File: src/sv/nru_cs_pkg.sv
// Package for the NRU cache set: controller states, command bundle, constants.
// Used by nru_cs_ctrl, nru_cs_dp and nru_cache_set; depends on nothing.
`default_nettype none
package nru_cs_pkg;

  localparam int unsigned PERIOD_W     = 16;
  localparam int unsigned COUNT_W      = 17;
  localparam int unsigned WAY_IDX_W    = 3;
  localparam int unsigned NUM_CLASSES  = 4;
  localparam int unsigned APB_ADDR_W   = 3;
  localparam int unsigned APB_DATA_W   = 32;

  localparam logic [PERIOD_W-1:0]   PERIOD_RESET = 16'd16;
  localparam logic [APB_ADDR_W-1:0] REG_PERIOD   = 3'd0;

  typedef enum logic {
    OP_READ  = 1'b0,
    OP_WRITE = 1'b1
  } op_t;

  typedef enum logic {
    ST_IDLE = 1'b0,
    ST_EVAL = 1'b1
  } ctrl_state_t;

  typedef struct packed {
    logic load_in;
    logic execute;
  } dp_cmd_t;

endpackage
`default_nettype wire

File: src/sv/nru_cache_set.sv
// Top level of the NRU cache set: joins the controller and the datapath.
// Depends on nru_cs_pkg, nru_cs_ctrl and nru_cs_dp.
//
// Usage:
//   One fully associative set of NUM_WAYS ways with not-recently-used
//   replacement. An item (operation, lookup_tag, access_data) enters on the
//   in_ channel by valid/ready; one result item per access leaves on the
//   out_ channel by valid/ready, in order.
//   The item is captured in the input register; the parallel tag compare,
//   victim pick and way update then load the output register and raise out_valid
//   once the output slot is free. No new item is taken until then.
//   A new item is taken while an earlier result still waits in the output
//   register. If the receiver stalls, that register holds its item and the
//   next item waits in the input register until the output slot frees.
//   The period register sits at APB address 0; write it only while idle.
//   Reset (rst_n low, synchronous) empties both channels, invalidates all
//   ways, clears all marks and the access counter, and sets the period to 16.
`default_nettype none
module nru_cache_set #(
  parameter int unsigned NUM_WAYS   = 8,
  parameter int unsigned TAG_BITS   = 32,
  parameter int unsigned VALUE_BITS = 32
) (
  input  wire                                  clk,
  input  wire                                  rst_n,
  input  wire                                  in_valid,
  output logic                                 in_ready,
  input  wire                                  in_operation,
  input  wire  [TAG_BITS-1:0]                  in_lookup_tag,
  input  wire  [VALUE_BITS-1:0]                in_access_data,
  output logic                                 out_valid,
  input  wire                                  out_ready,
  output logic                                 out_hit,
  output logic [nru_cs_pkg::WAY_IDX_W-1:0]     out_way_index,
  output logic [VALUE_BITS-1:0]                out_read_data,
  output logic                                 out_evicted,
  output logic                                 out_evicted_dirty,
  output logic [TAG_BITS-1:0]                  out_evicted_tag,
  output logic [VALUE_BITS-1:0]                out_evicted_data,
  input  wire                                  psel,
  input  wire                                  penable,
  input  wire                                  pwrite,
  input  wire  [nru_cs_pkg::APB_ADDR_W-1:0]    paddr,
  input  wire  [nru_cs_pkg::APB_DATA_W-1:0]    pwdata,
  output logic [nru_cs_pkg::APB_DATA_W-1:0]    prdata,
  output logic                                 pready
);

  nru_cs_pkg::dp_cmd_t cmd;

  assign pready = 1'b1;

  nru_cs_ctrl u_ctrl (
    .clk       (clk),
    .rst_n     (rst_n),
    .in_valid  (in_valid),
    .in_ready  (in_ready),
    .out_valid (out_valid),
    .out_ready (out_ready),
    .cmd       (cmd)
  );

  nru_cs_dp #(
    .NUM_WAYS   (NUM_WAYS),
    .TAG_BITS   (TAG_BITS),
    .VALUE_BITS (VALUE_BITS)
  ) u_dp (
    .clk               (clk),
    .rst_n             (rst_n),
    .cmd               (cmd),
    .in_operation      (in_operation),
    .in_lookup_tag     (in_lookup_tag),
    .in_access_data    (in_access_data),
    .out_hit           (out_hit),
    .out_way_index     (out_way_index),
    .out_read_data     (out_read_data),
    .out_evicted       (out_evicted),
    .out_evicted_dirty (out_evicted_dirty),
    .out_evicted_tag   (out_evicted_tag),
    .out_evicted_data  (out_evicted_data),
    .psel              (psel),
    .penable           (penable),
    .pwrite            (pwrite),
    .paddr             (paddr),
    .pwdata            (pwdata),
    .prdata            (prdata)
  );

endmodule
`default_nettype wire

File: src/sv/nru_cs_ctrl.sv
// Controller of the NRU cache set: input/output handshake and sequencing.
// Depends on nru_cs_pkg; drives the command bundle of nru_cs_dp.
`default_nettype none
module nru_cs_ctrl (
  input  wire                   clk,
  input  wire                   rst_n,
  input  wire                   in_valid,
  output logic                  in_ready,
  output logic                  out_valid,
  input  wire                   out_ready,
  output nru_cs_pkg::dp_cmd_t   cmd
);

  nru_cs_pkg::ctrl_state_t state_r, state_nxt;
  logic out_valid_r, out_valid_nxt;
  logic slot_free;

  assign slot_free = !out_valid_r || out_ready;

  always_comb begin
    state_nxt = state_r;
    case (state_r)
      nru_cs_pkg::ST_IDLE: begin
        if (in_valid) state_nxt = nru_cs_pkg::ST_EVAL;
      end
      nru_cs_pkg::ST_EVAL: begin
        if (slot_free) state_nxt = nru_cs_pkg::ST_IDLE;
      end
      default: state_nxt = nru_cs_pkg::ST_IDLE;
    endcase
  end

  always_comb begin
    in_ready      = 1'b0;
    cmd.load_in   = 1'b0;
    cmd.execute   = 1'b0;
    out_valid_nxt = out_valid_r && !out_ready;
    case (state_r)
      nru_cs_pkg::ST_IDLE: begin
        in_ready    = 1'b1;
        cmd.load_in = in_valid;
      end
      nru_cs_pkg::ST_EVAL: begin
        cmd.execute = slot_free;
        if (slot_free) out_valid_nxt = 1'b1;
      end
      default: begin
        in_ready = 1'b0;
      end
    endcase
  end

  always_ff @(posedge clk) begin
    if (!rst_n) begin
      state_r     <= nru_cs_pkg::ST_IDLE;
      out_valid_r <= 1'b0;
    end else begin
      state_r     <= state_nxt;
      out_valid_r <= out_valid_nxt;
    end
  end

  assign out_valid = out_valid_r;

endmodule
`default_nettype wire

File: src/sv/nru_cs_dp.sv
// Datapath of the NRU cache set: way state, tag match, victim pick, result register.
// Depends on nru_cs_pkg; sequenced by nru_cs_ctrl through the command bundle.
`default_nettype none
module nru_cs_dp #(
  parameter int unsigned NUM_WAYS   = 8,
  parameter int unsigned TAG_BITS   = 32,
  parameter int unsigned VALUE_BITS = 32
) (
  input  wire                                  clk,
  input  wire                                  rst_n,
  input  nru_cs_pkg::dp_cmd_t                  cmd,
  input  wire                                  in_operation,
  input  wire  [TAG_BITS-1:0]                  in_lookup_tag,
  input  wire  [VALUE_BITS-1:0]                in_access_data,
  output logic                                 out_hit,
  output logic [nru_cs_pkg::WAY_IDX_W-1:0]     out_way_index,
  output logic [VALUE_BITS-1:0]                out_read_data,
  output logic                                 out_evicted,
  output logic                                 out_evicted_dirty,
  output logic [TAG_BITS-1:0]                  out_evicted_tag,
  output logic [VALUE_BITS-1:0]                out_evicted_data,
  input  wire                                  psel,
  input  wire                                  penable,
  input  wire                                  pwrite,
  input  wire  [nru_cs_pkg::APB_ADDR_W-1:0]    paddr,
  input  wire  [nru_cs_pkg::APB_DATA_W-1:0]    pwdata,
  output logic [nru_cs_pkg::APB_DATA_W-1:0]    prdata
);

  localparam int unsigned WAY_W = (NUM_WAYS > 1) ? $clog2(NUM_WAYS) : 1;

  logic                          op_r;
  logic [TAG_BITS-1:0]           tag_r;
  logic [VALUE_BITS-1:0]         data_r;

  logic [NUM_WAYS-1:0]           valid_r, valid_nxt;
  logic [NUM_WAYS-1:0]           ref_r, ref_nxt;
  logic [NUM_WAYS-1:0]           mod_r, mod_nxt;
  logic [TAG_BITS-1:0]           tags_r   [NUM_WAYS];
  logic [VALUE_BITS-1:0]         values_r [NUM_WAYS];
  logic [nru_cs_pkg::COUNT_W-1:0]  count_r, count_nxt;
  logic [nru_cs_pkg::PERIOD_W-1:0] period_r;

  logic                          hit;
  logic [WAY_W-1:0]              hit_way;
  logic                          found_inv;
  logic [WAY_W-1:0]              inv_way;
  logic                          found_cls;
  logic [WAY_W-1:0]              cls_way;
  logic [WAY_W-1:0]              sel_way;
  logic                          evict;
  logic                          expire;
  logic [nru_cs_pkg::COUNT_W-1:0]  count_inc;
  logic [VALUE_BITS-1:0]         result_data;
  logic [WAY_W+2:0]              way_wide;
  logic                          is_write;
  logic                          cfg_write;

  assign is_write = (op_r == nru_cs_pkg::OP_WRITE);

  always_comb begin
    hit     = 1'b0;
    hit_way = '0;
    for (int w = 0; w < NUM_WAYS; w++) begin
      if (!hit && valid_r[w] && (tags_r[w] == tag_r)) begin
        hit     = 1'b1;
        hit_way = WAY_W'(w);
      end
    end
  end

  always_comb begin
    found_inv = 1'b0;
    inv_way   = '0;
    for (int w = 0; w < NUM_WAYS; w++) begin
      if (!found_inv && !valid_r[w]) begin
        found_inv = 1'b1;
        inv_way   = WAY_W'(w);
      end
    end
  end

  always_comb begin
    found_cls = 1'b0;
    cls_way   = '0;
    for (int c = 0; c < nru_cs_pkg::NUM_CLASSES; c++) begin
      for (int w = 0; w < NUM_WAYS; w++) begin
        if (!found_cls && ({ref_r[w], mod_r[w]} == 2'(c))) begin
          found_cls = 1'b1;
          cls_way   = WAY_W'(w);
        end
      end
    end
  end

  always_comb begin
    if (hit) begin
      sel_way = hit_way;
    end else if (found_inv) begin
      sel_way = inv_way;
    end else begin
      sel_way = cls_way;
    end
  end

  assign evict     = !hit && valid_r[sel_way];
  assign count_inc = count_r + 1'b1;
  assign expire    = count_inc > {1'b0, period_r};
  assign count_nxt = expire ? '0 : count_inc;
  assign way_wide  = (WAY_W + 3)'(sel_way);

  always_comb begin
    if (hit && !is_write) begin
      result_data = values_r[sel_way];
    end else begin
      result_data = data_r;
    end
  end

  always_comb begin
    valid_nxt = valid_r;
    ref_nxt   = expire ? '0 : ref_r;
    mod_nxt   = mod_r;
    if (hit) begin
      if (is_write) begin
        mod_nxt[sel_way] = 1'b1;
      end else begin
        ref_nxt[sel_way] = 1'b1;
      end
    end else begin
      valid_nxt[sel_way] = 1'b1;
      ref_nxt[sel_way]   = 1'b1;
      mod_nxt[sel_way]   = is_write;
    end
  end

  assign cfg_write = psel && penable && pwrite && (paddr == nru_cs_pkg::REG_PERIOD);

  always_comb begin
    if (paddr == nru_cs_pkg::REG_PERIOD) begin
      prdata = nru_cs_pkg::APB_DATA_W'(period_r);
    end else begin
      prdata = '0;
    end
  end

  always_ff @(posedge clk) begin
    if (!rst_n) begin
      valid_r  <= '0;
      ref_r    <= '0;
      mod_r    <= '0;
      count_r  <= '0;
      period_r <= nru_cs_pkg::PERIOD_RESET;
    end else begin
      if (cfg_write) period_r <= pwdata[nru_cs_pkg::PERIOD_W-1:0];
      if (cmd.execute) begin
        valid_r <= valid_nxt;
        ref_r   <= ref_nxt;
        mod_r   <= mod_nxt;
        count_r <= count_nxt;
      end
    end
  end

  always_ff @(posedge clk) begin
    if (cmd.load_in) begin
      op_r   <= in_operation;
      tag_r  <= in_lookup_tag;
      data_r <= in_access_data;
    end
    if (cmd.execute) begin
      if (!hit || is_write) begin
        values_r[sel_way] <= data_r;
      end
      if (!hit) begin
        tags_r[sel_way] <= tag_r;
      end
      out_hit           <= hit;
      out_way_index     <= way_wide[nru_cs_pkg::WAY_IDX_W-1:0];
      out_read_data     <= result_data;
      out_evicted       <= evict;
      out_evicted_dirty <= evict && mod_r[sel_way];
      out_evicted_tag   <= evict ? tags_r[sel_way] : '0;
      out_evicted_data  <= evict ? values_r[sel_way] : '0;
    end
  end

endmodule
`default_nettype wire

File: config.mk
export PLATFORM = sky130hd
export DESIGN_NAME = nru_cache_set
export DESIGN_NICKNAME = d
export VERILOG_FILES = /design/src/sv/nru_cs_pkg.sv /design/src/sv/nru_cache_set.sv /design/src/sv/nru_cs_ctrl.sv /design/src/sv/nru_cs_dp.sv
export SDC_FILE = /design/constraint.sdc
export NUM_CORES = 1
export LEC_CHECK = 0
export ABC_AREA = 1
export BUFFER_PORTS_ARGS = -buffer_cell sky130_fd_sc_hd__buf_4
export CORE_UTILIZATION = 25
export DETAILED_ROUTE_END_ITERATION = 8
export GPL_TIMING_DRIVEN = 0
export PLACE_DENSITY = 0.41
export REMOVE_ABC_BUFFERS = 1
export SYNTH_ARGS = -nofsm -noshare
export SYNTH_HDL_FRONTEND = slang
export SYNTH_SLANG_ARGS = --single-unit
File: constraint.sdc
create_clock -name clk -period 6.2 [get_ports clk]
set_input_delay 0.62 -clock clk [delete_from_list [all_inputs] [get_ports clk]]
set_output_delay 0.62 -clock clk [all_outputs]
set_load 0.1 [all_outputs]
==> run_summary.xml <==
<?xml version="1.0" encoding="UTF-8"?>
<metrics>
  <group name="outcome">
    <metric name="outcome" unit="">finished clean</metric>
  </group>
  <group name="synthesis">
    <metric name="synth_edf_count" unit="">679</metric>
    <metric name="synth-adder-area-share" unit="%">0.6167</metric>
    <metric name="post_synth.cell_area_avg" unit="um^2">10.03</metric>
    <metric name="synthDistinctLibCells" unit="">54</metric>
    <metric name="synth_top_family_by_area" unit="">simple AND/OR/NAND/NOR gates</metric>
    <metric name="synthesis.area" unit="um^2">34490</metric>
    <metric name="synth_area_leader_cell" unit="">sky130_fd_sc_hd__edfxtp_1</metric>
    <metric name="synth_mux_area_share" unit="%">0</metric>
    <metric name="netlist_top_cells_area" unit="">sky130_fd_sc_hd__edfxtp_1, sky130_fd_sc_hd__nand2_1, sky130_fd_sc_hd__inv_1</metric>
    <metric name="postSynth.asyncResetShare" unit="%">0</metric>
    <metric name="synth.cells.most_frequent" unit="">sky130_fd_sc_hd__nand2_1, sky130_fd_sc_hd__edfxtp_1, sky130_fd_sc_hd__inv_1</metric>
    <metric name="synthCells" unit="">3440</metric>
    <metric name="synth-simple-area-share" unit="%">21.19</metric>
    <metric name="synth_compound_gate_area_share" unit="%">5.427</metric>
    <metric name="postSynthRegisterBits" unit="">738</metric>
    <metric name="synth_sequential_area_ratio" unit="%">62.54</metric>
    <metric name="ys.warnings.count" unit="">0</metric>
    <metric name="synthMostInstantiatedCell" unit="">sky130_fd_sc_hd__nand2_1</metric>
    <metric name="synth_xor_xnor_area_share" unit="%">2.108</metric>
    <metric name="dominantRegCellSynth" unit="">sky130_fd_sc_hd__edfxtp_1</metric>
    <metric name="post-synth-top-area-fraction" unit="%">59.12</metric>
  </group>
  <group name="drt">
    <metric name="drcViolationCount" unit="">0</metric>
    <metric name="drt-vias-per-instance" unit="">4.589</metric>
    <metric name="vias" unit="">25150</metric>
    <metric name="drt_first_pass_iters" unit="">6</metric>
    <metric name="routed_wire_length_per_instance" unit="um">22.22</metric>
    <metric name="dr.first_iter.drc_count" unit="">2106</metric>
    <metric name="postRouteAntennaNets" unit="">0</metric>
    <metric name="detail_route.wirelength" unit="um">121700</metric>
  </group>
  <group name="hold_path">
    <metric name="timing.hold.worst_path_depth" unit="">1</metric>
    <metric name="worstHoldPathType" unit="">in -&gt; reg</metric>
    <metric name="whs_endpoint" unit="">u_dp.data_r[0]</metric>
    <metric name="holdCritStartpoint" unit="">in_access_data[0]</metric>
  </group>
  <group name="clock_network">
    <metric name="cts-hold-fix-buffers" unit="">0</metric>
    <metric name="htree_num_levels" unit="">3</metric>
    <metric name="clkTransAtPathRegs" unit="ps">60</metric>
    <metric name="cts_buffer_depth" unit="">3</metric>
    <metric name="clkSinkCount" unit="">738</metric>
    <metric name="numCtsBuffers" unit="">92</metric>
    <metric name="clock_insertion_delay_worst_skew" unit="ps">710</metric>
    <metric name="cts_tree" unit="">built</metric>
    <metric name="clock_root_buffer_master" unit="">sky130_fd_sc_hd__clkbuf_16</metric>
  </group>
  <group name="placement">
    <metric name="placed_area" unit="um^2">38620</metric>
    <metric name="globalplace.congestion" unit="">0.9237</metric>
    <metric name="detailedPlacementHpwl" unit="um">79560</metric>
    <metric name="port_buffers" unit="">210</metric>
    <metric name="post-place-cells" unit="">5304</metric>
  </group>
  <group name="critical_path">
    <metric name="r2r-end" unit="">u_dp.tags_r[5][7]</metric>
    <metric name="cp_data_required_time" unit="ps">6580</metric>
    <metric name="worst_path_largest_cell_delay" unit="ps">770</metric>
    <metric name="timing.critical_path.arrival" unit="ps">6450</metric>
    <metric name="critPathSlowestCell" unit="">sky130_fd_sc_hd__nor2_4</metric>
    <metric name="reg2regPathDepth" unit="">15</metric>
    <metric name="worstPathMaxFanout" unit="">21</metric>
    <metric name="timing.critical_path.from_type" unit="">register</metric>
    <metric name="worst_path_dominant_cell_family" unit="">simple AND/OR/NAND/NOR gates</metric>
    <metric name="timing.setup.critical_path_class" unit="">reg -&gt; reg</metric>
    <metric name="critPathBufInv" unit="">5</metric>
    <metric name="setup.worst_path.end_class" unit="">register</metric>
    <metric name="ff2ff_setup_slack" unit="ps">130</metric>
    <metric name="timing.critical_path.cells" unit="">inv_1 -&gt; nand2_1 -&gt; o2111ai_1 -&gt; a2111oi_1 -&gt; clkdlybuf4s18_2 -&gt; nand2_1 -&gt; nor4_1 -&gt; a31o_2 -&gt; nor2_4 -&gt; buf_12 -&gt; a21boi_4 -&gt; buf_12 -&gt; nand3_2 -&gt; nor2_4 -&gt; buf_12</metric>
    <metric name="worst_r2r_start" unit="">u_dp.tag_r[17]</metric>
    <metric name="critical-path-top-cell-by-count" unit="">sky130_fd_sc_hd__buf_12</metric>
  </group>
  <group name="global_route">
    <metric name="grt_max_degree" unit="">117</metric>
    <metric name="number_of_global_route_vias_before_repair" unit="">24090</metric>
    <metric name="globalRoute.totalOverflow" unit="">0</metric>
    <metric name="global_route_usage_over_all_layers" unit="%">17.21</metric>
    <metric name="wire_length_of_the_first_global_routing_pass" unit="um">175800</metric>
    <metric name="number_of_antenna_violations_at_the_first_check_in_global_routing" unit="">1</metric>
  </group>
  <group name="layout">
    <metric name="nNetsFinal" unit="">3752</metric>
    <metric name="n_antenna_cell" unit="">0</metric>
    <metric name="syn_to_final_growth" unit="%">21.33</metric>
    <metric name="final_layout_size_suffix_gt1_share" unit="%">14.03</metric>
    <metric name="fillerInstances" unit="">14080</metric>
    <metric name="final_area" unit="um^2">41850</metric>
    <metric name="post_layout_nonfiller_instances" unit="">5480</metric>
  </group>
  <group name="sta">
    <metric name="period_minus_slack" unit="ps">6069</metric>
    <metric name="setup_viol_count_final" unit="">0</metric>
    <metric name="hold_violations" unit="">0</metric>
    <metric name="worst_slew_margin_rel" unit="%">27.14</metric>
    <metric name="worst_slew_pin_slew" unit="ps">1090</metric>
    <metric name="whs" unit="ps">92.36</metric>
    <metric name="period_share" unit="%">97.88</metric>
    <metric name="grt_setup_unrepaired" unit="">no</metric>
    <metric name="clock.fmax" unit="GHz">0.1648</metric>
    <metric name="final-max-slew-violation-count" unit="">0</metric>
    <metric name="worst_clock_skew" unit="ps">31.29</metric>
  </group>
  <group name="floorplan">
    <metric name="pin_count" unit="">244</metric>
    <metric name="design.die.area" unit="um^2">139400</metric>
    <metric name="die_x" unit="um">373.4</metric>
    <metric name="floorplan_row_count" unit="">135</metric>
    <metric name="dieHeight" unit="um">373.4</metric>
    <metric name="floorplan.core_area" unit="um^2">136100</metric>
    <metric name="start_util" unit="%">25.33</metric>
  </group>
  <group name="power_and_ir_drop">
    <metric name="p_per_area" unit="nW/um^2">297.7</metric>
    <metric name="vdd_drop_max" unit="uV">182.8</metric>
    <metric name="total_leakage_power" unit="uW">0.01658</metric>
    <metric name="total_power" unit="uW">12460</metric>
  </group>
  <group name="flow_run">
    <metric name="drv_cap" unit="">0</metric>
  </group>
</metrics>
how the worst max path moves through the flow:
stage,from,slack [ps],endpoint,cells past startpoint
3_5_place_dp,u_dp.tag_r[25],-1290,u_dp.tags_r[1][0],17
4_1_cts,u_dp.tag_r[5],70,u_dp.tags_r[5][11],14
6_report,u_dp.tag_r[17],130,u_dp.tags_r[5][7],15
3_3_place_gp,u_dp.tag_r[17],-10040,u_dp.tags_r[1][0],11
2_1_floorplan,u_dp.tag_r[1],-2510,u_dp.out_evicted_tag[0],18
5_1_grt,u_dp.tag_r[29],20,u_dp.out_evicted_data[13],19
cells by family (layout without fill, tap and decap cells):
group                    count (synthesis)  in the layout
other                                    2             17
adder cells (fa/ha/maj)                 17             17
flip-flops                             738            738
AO/OA/AOI/OAI                          292            293
AND/OR/NAND/NOR                       1622           1623
buffers and inverters                  686            928
XOR/XNOR                                83             83
power by group:
| group | internal, uW | switching [uW] |
|---|---|---|
| clock network | 3220 | 2240 |
| registers | 5590 | 137 |
| logic | 319 | 954 |
layer usage:
metal	track usage [%]	wire length, um	share of wire, %	up-vias
li1	-	-	-	12040
met1	22.81	54020	44	12160
met2	28.31	57600	47	755
met3	3.240	6487	5.3	187
met4	5.187	3633	3.0	0
met5	0	0	0	-
flip-flops by register name, indices dropped and copies added (netlist names), 16 cells and up:
| register | flops |
|---|---|
| u_dp.period_r | 16 |
| u_dp.out_read_data | 32 |
| u_dp.out_evicted_data | 32 |
| u_dp.tag_r | 32 |
| u_dp.out_evicted_tag | 32 |
| u_dp.count_r | 17 |
| u_dp.values_r | 256 |
| u_dp.data_r | 32 |
| u_dp.tags_r | 256 |
repair_timing:
action / CTS / global route
setup endpoints to repair: 521 / 242
resized for setup: 11 / 7
pin swaps: 5 / 0
gates cloned: 2 / 0
setup buffers: 6 / 2
layout by cell type (no fill, tap or decap), types with 18 or more instances in the layout:
cell type / count
sky130_fd_sc_hd__buf_4: 215
sky130_fd_sc_hd__edfxtp_1: 679
sky130_fd_sc_hd__inv_2: 23
sky130_fd_sc_hd__xnor2_1: 31
sky130_fd_sc_hd__nor2_2: 29
sky130_fd_sc_hd__dfxtp_1: 59
sky130_fd_sc_hd__nor4_1: 26
sky130_fd_sc_hd__or2_2: 28
sky130_fd_sc_hd__buf_16: 20
sky130_fd_sc_hd__buf_12: 30
sky130_fd_sc_hd__a21oi_1: 69
sky130_fd_sc_hd__xor2_1: 52
sky130_fd_sc_hd__nand3_1: 203
sky130_fd_sc_hd__o21ai_0: 69
sky130_fd_sc_hd__clkinv_1: 18
sky130_fd_sc_hd__clkbuf_1: 18
sky130_fd_sc_hd__o22ai_1: 60
sky130_fd_sc_hd__inv_1: 467
sky130_fd_sc_hd__clkbuf_16: 93
sky130_fd_sc_hd__or2_0: 26
sky130_fd_sc_hd__nand4_1: 213
sky130_fd_sc_hd__nor2_1: 350
sky130_fd_sc_hd__nand2_1: 695
worst register-to-register path: cells and delay by family (launching register included):
kind / cells / cell delay, ps
simple gates: 6 / 2230
buf+inv: 5 / 1520
compound gates: 4 / 1240
flops: 1 / 750
layout make-up:
cell class	count	area, um^2	area share (%)
Clock buffer	112	2409	5.756
Sequential cell	738	21570	51.55
Tap cell	1781	2228	5.325
Multi-Input combinational cell	2033	10400	24.86
Timing Repair Buffer	266	2775	6.632
Clock inverter	53	576.8	1.378
Inverter	497	1886	4.506
metrics by stage:
stage	setup slack (ps)	util, %	TNS (ps)
final	131.4	30.74	0
after global routing	17.81	30.74	0
after CTS	70.87	30.67	0
after detailed placement	-1290	28.36	-271820
after global placement	-10040	27.49	-5140060
after floorplan	-2506	-	-634990
(Power assumes the default switching activity.)
